<file path="config.mk">
export PLATFORM = sky130hd
export DESIGN_NAME = soa_ctrl
export DESIGN_NICKNAME = d
export VERILOG_FILES = /design/src/hw/rtl/soa_pkg.sv /design/src/hw/rtl/soa_ctrl.sv
export SDC_FILE = /design/constraint.sdc
export NUM_CORES = 1
export LEC_CHECK = 0
export ABC_AREA = 1
export BUFFER_PORTS_ARGS = -buffer_cell sky130_fd_sc_hd__clkbuf_2
export CAP_MARGIN = 40
export CORE_MARGIN = 5
export CORE_UTILIZATION = 40
export DETAILED_ROUTE_END_ITERATION = 10
export PLACE_DENSITY = 0.76
export SLEW_MARGIN = 10
export SYNTH_ARGS = -nofsm -noshare
export SYNTH_HDL_FRONTEND = slang
export SYNTH_SLANG_ARGS = --single-unit
</file>
<file path="constraint.sdc">
create_clock -name clk -period 1.6 [get_ports clk]
set_input_delay 0.4 -clock clk [delete_from_list [all_inputs] [get_ports clk]]
set_output_delay 0.4 -clock clk [all_outputs]
set_load 0.02 [all_outputs]
</file>
<file path="src/hw/rtl/soa_pkg.sv">
`timescale 1ns / 1ps
// ----------------------------------------------------------------------------
// soa_pkg
// shared constants, types and codes of the slab object allocator
// ----------------------------------------------------------------------------
package soa_pkg;
	localparam int PageBytes = 4096;
	localparam int MaxSlabs = 16;
	localparam int MaxObjs = 512;
	localparam int HeaderBytes = 64;
	localparam int WordsPerSlab = (MaxObjs + 63) / 64;
	localparam int SlabW = $clog2(MaxSlabs);
	localparam int LinkW = 5;
	localparam int WordW = $clog2(WordsPerSlab);
	localparam int MemW = $clog2(MaxSlabs * WordsPerSlab);
	localparam int IdxW = $clog2(MaxObjs);
	localparam int CntW = IdxW + 1;
	localparam int AddrW = 48;
	localparam int UseW = 14;
	localparam logic [LinkW-1:0] LinkNull = 5'd31;

	localparam logic [1:0] StOk = 2'd0;
	localparam logic [1:0] StExhausted = 2'd1;
	localparam logic [1:0] StBadFree = 2'd2;

	localparam logic [1:0] CfgObjBytes = 2'd0;
	localparam logic [1:0] CfgAlign = 2'd1;
	localparam logic [1:0] CfgBase = 2'd2;

	localparam logic ReqAlloc = 1'b0;
	localparam logic ReqFree = 1'b1;

	typedef enum logic [4:0] {
		S_IDLE, S_CLR, S_GEO, S_DISPATCH,
		S_A_OPEN, S_A_SCAN, S_A_SET, S_A_ADDR, S_A_MUL,
		S_F_OFF, S_F_SDIV, S_F_IDIV, S_F_CHK, S_F_RD, S_F_CLR, S_F_LINK,
		S_OUT
	} state_t;

	typedef struct packed {
		logic clr_step;
		logic geo;
		logic a_open;
		logic a_scan;
		logic a_set;
		logic a_addr;
		logic mul_step;
		logic f_off;
		logic div_start;
		logic div_step;
		logic f_idiv;
		logic f_rd;
		logic f_clr;
		logic f_link;
		logic load_out;
	} cmd_t;

	typedef struct packed {
		logic clr_done;
		logic nodes_done;
		logic mul_done;
		logic scan_done;
		logic div_done;
		logic exhausted;
		logic free_bad;
	} sts_t;
endpackage

</file>
<file path="src/hw/rtl/soa_ctrl.sv">
`timescale 1ns / 1ps
// ----------------------------------------------------------------------------
// soa_ctrl
// sequencer for allocate and free requests
// ----------------------------------------------------------------------------
module soa_ctrl import soa_pkg::*; (
	input  logic   clk,
	input  logic   arst_n,
	input  logic   cfg_we,
	input  logic   req_valid,
	input  logic   req_type,
	output logic   req_ready,
	input  logic   out_free,
	input  sts_t   sts,
	output cmd_t   cmd
);
	state_t state_q, state_d;
	logic   type_q;

	always_ff @(posedge clk or negedge arst_n) begin
		if (!arst_n) begin
			state_q <= S_CLR;
			type_q <= ReqAlloc;
		end else begin
			state_q <= state_d;
			if (req_valid && req_ready) type_q <= req_type;
		end
	end

	always_comb begin
		state_d = state_q;
		cmd = '0;
		req_ready = 1'b0;
		if (cfg_we) begin
			state_d = S_CLR;
		end else begin
			unique case (state_q)
				S_CLR: begin
					cmd.clr_step = 1'b1;
					if (sts.clr_done) state_d = S_GEO;
				end
				S_GEO: begin
					cmd.geo = 1'b1;
					if (sts.nodes_done) state_d = S_IDLE;
				end
				S_IDLE: begin
					req_ready = out_free;
					if (req_valid && out_free) state_d = S_DISPATCH;
				end
				S_DISPATCH: state_d = (type_q == ReqAlloc) ? S_A_OPEN : S_F_OFF;
				S_A_OPEN: begin
					cmd.a_open = 1'b1;
					state_d = sts.exhausted ? S_OUT : S_A_SCAN;
				end
				S_A_SCAN: begin
					cmd.a_scan = 1'b1;
					if (sts.scan_done) state_d = S_A_SET;
				end
				S_A_SET: begin
					cmd.a_set = 1'b1;
					state_d = S_A_MUL;
				end
				S_A_MUL: begin
					cmd.mul_step = 1'b1;
					if (sts.mul_done) state_d = S_A_ADDR;
				end
				S_A_ADDR: begin
					cmd.a_addr = 1'b1;
					state_d = S_OUT;
				end
				S_F_OFF: begin
					cmd.f_off = 1'b1;
					cmd.div_start = 1'b1;
					state_d = S_F_SDIV;
				end
				S_F_SDIV: begin
					cmd.div_step = 1'b1;
					if (sts.div_done) state_d = S_F_IDIV;
				end
				S_F_IDIV: begin
					cmd.f_idiv = 1'b1;
					cmd.div_start = 1'b1;
					state_d = S_F_CHK;
				end
				S_F_CHK: begin
					cmd.div_step = 1'b1;
					if (sts.div_done) state_d = S_F_RD;
				end
				S_F_RD: begin
					cmd.f_rd = 1'b1;
					state_d = S_F_CLR;
				end
				S_F_CLR: begin
					cmd.f_clr = 1'b1;
					state_d = sts.free_bad ? S_OUT : S_F_LINK;
				end
				S_F_LINK: begin
					cmd.f_link = 1'b1;
					state_d = S_OUT;
				end
				S_OUT: begin
					cmd.load_out = 1'b1;
					state_d = S_IDLE;
				end
				default: state_d = S_CLR;
			endcase
		end
	end
endmodule

</file>
### Word level (Yosys, flattened, before mapping)

Index checks and enable logic that the tools add are counted.

* word-level logic and storage cells: 62
* bits in registers: 6
* bits of input ports: 13

* mux-type cells: 30
* reductions and logical operators: 7
* equal/unequal tests: 23

Operators with widths (count)
* 5-bit one-hot mux with 16 select lines: 1
* 5-bit 2-to-1 mux: 10
* 5-bit by 4-bit == test with 1-bit output, second input constant: 8
* 3-bit inequality test, second input constant: 7
* 5-bit by 3-bit == test with 1-bit output, second input constant: 4
* 1-bit 2-to-1 mux: 17
* 15-bit 2-to-1 mux: 1
* 5-bit by 2-bit == test with 1-bit output, second input constant: 2
* 7-bit AND reduction: 1
* 2-bit OR reduction: 3
* 5-bit by 1-bit == test with 1-bit output, second input constant: 1
* 5-bit == test, second input constant: 1
* 5-bit zero test: 1
* 4-bit 2-to-1 mux: 1
* 1-bit logical AND: 2

### Longest topological paths before layout

* depth in word-level cells: 4
* gate-level depth with buffers: 10
* mapped depth without buffers: 10

### Least setup slack after synthesis

Ideal clock, no wire load.

* path kind: flip-flop to output port
* start point: register state_q[1]
* end point: output port cmd[13] in the netlist's numbering
* path slack: -0.185 ns
* cell stages (with the launch flop): 5
* data required time: 1.200 ns
* arrival time: 1.385 ns
* path buffers: 0
* cell sequence: dfrtp_1 nand2_1 nor2_2 inv_1 nor4_1

RTL lines
* start: declaration: line soa_ctrl.sv:17 `state_t state_q, state_d;`
* start signal: assignment: line soa_ctrl.sv:25 `state_q <= state_d;`
* end: declaration: line soa_ctrl.sv:15 `output cmd_t cmd`

==> results.py <==
metrics = {
    "placement": {
        "pre_cts_ws_ns": -0.118,
        "portBuffers": 28,
        "place.gp.congestion": 0.912,
        "dpl.hpwl_um": 2110,
        "dp.cells": 209,
    },
    "route": {
        "vias": 1505,
        "routed_via_density": 6.17,
        "ant_nets": 0,
        "first_iter_violations": 170,
        "drtPass1Iterations": 5,
        "drt-total-wl_um": 5290,
        "drt-wirelength-per-cell_um": 21.7,
        "drc": 0,
    },
    "timing": {
        "min_period_ns": 2.00,
        "finalCritPeriodShare_pct": 125,
        "fin_ws_ns": -0.397,
        "clock_skew_ns": 0.00447,
        "finalMaxSlewViolations": 0,
        "relSlewSlack_pct": 73.2,
        "hold_viol_final": 0,
        "worst-slew-pin-transition_ns": 0.402,
        "clock.fmax_mhz": 501,
        "rsz0062_at_grt": "true",
        "setup_viol": 20,
        "holdWs_ns": 0.360,
    },
    "outcome": {
        "violations": "negative setup slack",
        "status": "complete, but fails checks",
    },
    "pwr": {
        "p_total_mw": 2.82,
        "peakVddDrop_v": 0.00156,
        "p_per_area_mw_per_mm2": 1670,
        "leakagePower_nw": 0.887,
    },
    "yosys": {
        "ys_types": 24,
        "synth_fp_nets": 147,
        "avgSynthCellArea_sq_um": 5.60,
        "ys_warn_count": 0,
        "synthCells": 134,
        "netlist.area_leader.share_pct": 17.5,
        "ys_ff_latch": 6,
        "ys_seq_area_share_pct": 20.2,
        "yosysTopAreaCell": "nand2_1",
        "synth_area_leaders": "nand2_1 18%, dfrtp_1 17%, nor2_1 13%",
        "synth_area_sq_um": 751,
    },
    "global_route": {
        "track_usage_pct": 29.0,
        "grt_remaining_overflow": 0,
        "antenna_found_initial": 0,
        "grt_max_degree": 14,
        "grt_first_pass_wirelength_um": 5970,
        "grt_pass1_vias": 1302,
    },
    "final_layout": {
        "fillers": 45,
        "sequential_cell_area_sq_um": 156,
        "finalNonFillerCells": 244,
        "antenna_cells": 0,
        "multi_input_area_sq_um": 699,
        "syn2layout_area_growth_pct": 124,
        "nets": 233,
        "layout-drive-gt1-share_pct": 64.8,
    },
    "critical_path": {
        "start_kind": "flop",
        "cp_top_family": "flip-flops",
        "critPathBufInv": 2,
        "worst-path-max-fanout": 4,
        "end_kind": "output port",
        "worstPathCellList": "inv_4 -> nor3_4 -> nand2_2 -> a21oi_2 -> clkbuf_8",
        "cp.required_ns": 1.20,
        "cp_slowest_cell": "dfstp_2",
        "crit_path_max_incr_delay_ns": 0.59,
        "arrival_ns": 1.60,
        "crit_type": "reg -> out",
    },
    "floorplan": {
        "fp.dieW_um": 53.3,
        "placeableCoreArea_sq_mm": 0.00176,
        "die_area_sq_mm": 0.00284,
        "io_pins": 29,
        "dieHeight_um": 53.3,
        "fp-row-count": 15,
        "initial_utilization_pct": 42.6,
    },
    "clock_network": {
        "h-tree-depth": 1,
        "cts.sinks": 6,
        "clockBufferDepth": 2,
        "cts_tree": "yes",
        "clk_latency_ns": 0.25,
        "root_buffer": "clkbuf_4",
        "path_clk_slew_ns": 0.05,
        "cts_made_buffers": 3,
    },
    "hold_path": {
        "min_path_type": "in -> reg",
    },
    "job": {
        "drv_cap": 0,
    },
}
## flip-flops by register name, indices dropped and copies added (netlist names)
register  flops
type_q        1
state_q       5
## path summary, 6_finish.rpt
check	to	startpoint	slack, ns	depth (start not counted)
worst max-delay path	cmd[6]	state_q[0]	-0.40	5
worst min-delay path	type_q	req_type	0.36	3
worst max register to register	state_q[0]	state_q[0]	-0.26	12
worst min register to register	type_q	type_q	0.55	2
max in group asynchronous	state_q[0]	arst_n	0.86	2
min in group asynchronous	state_q[2]	arst_n	0.51	2
## per-stage QoR
stage	cell area, sq um	util, %	TNS, ns
6_report	1680	95.5	-5.65
5_1_grt	1680	95.5	-6.40
4_1_cts	1470	83.5	-3.30
3_5_place_dp	1130	64.0	-0.226
3_3_place_gp	1130	64.0	-0.170
2_1_floorplan	787	-	-0.0659
## where the power goes
| part | switching, mW | total [mW] | internal, mW |
|---|---|---|---|
| clock | 0.0662 | 0.161 | 0.0952 |
| sequential | 0.144 | 0.375 | 0.230 |
| combinational | 1.22 | 2.28 | 1.07 |
| total | 1.43 | 2.82 | 1.39 |
## repair_timing
| item | CTS | global route |
|---|---|---|
| pin swaps | 15 | 18 |
| endpoints found under the hold margin | 5 | 0 |
| resized for setup | 51 | 40 |
| setup buffers | 16 | 16 |
| hold buffers | 1 | 0 |
| gates cloned | 1 | 0 |
| endpoints found under the setup margin | 16 | 20 |
## kinds of logic after synthesis
group                  count (synthesis)  share of synthesized area, %
flip-flops                             6                          20.2
AND/OR/NAND/NOR                      100                          62.8
buffers and inverters                 20                          11.0
multiplexers                           1                          1.33
AO/OA/AOI/OAI                          7                          4.67
## cell type report
cell class	instances	share of cell area, %
clock buffer	4	1.56
tap	25	1.86
timing repair buffer	83	40.9
inverter	17	4.53
multi-input combinational	108	41.5
timing repair inverter	1	0.371
sequential	6	9.29
## Yosys cell counts
cell / count
dfstp_2: 1
nand3_1: 14
nand4_1: 4
buf_4: 1
buf_2: 1
nor3_1: 5
mux2i_1: 1
inv_2: 5
nor4_1: 2
nand3b_1: 2
nor2_1: 25
nand3_2: 1
buf_1: 1
o21ai_1: 2
nand2_1: 35
inv_4: 1
nor2_2: 5
a21oi_1: 3
nand2_2: 4
dfrtp_1: 5
inv_1: 11
nor3_2: 1
o21ai_0: 2
nor2_4: 2
## per-layer routing
layer  global-route usage (%)  vias to the layer above  share of wire (%)
met5                        0                        -                  0
met4                     14.5                        0                8.2
met3                     5.63                       57                 14
met2                     53.7                      179                 44
met1                     30.5                      670                 34
li1                         -                      599                  -
## worst min-delay path: cells and delay by family
| kind | cells | cell delay (ns) |
|---|---|---|
| buffers and inverters | 2 | 0.12 |
| muxes | 1 | 0.05 |
## layout by cell type (no fill, tap or decap), drive strengths merged
master,netlist,final
nand4,4,4
buf,3,66
nand3,15,15
nor3,6,6
nand3b,2,2
mux2i,1,1
a21oi,3,3
o21ai,4,4
dfstp,1,1
dlygate4sd3,0,1
nor4,2,2
nor2,32,32
clkbuf,0,20
dfrtp,5,5
inv,17,18
nand2,39,39
Note: power is estimated with default switching activity, not from simulation.
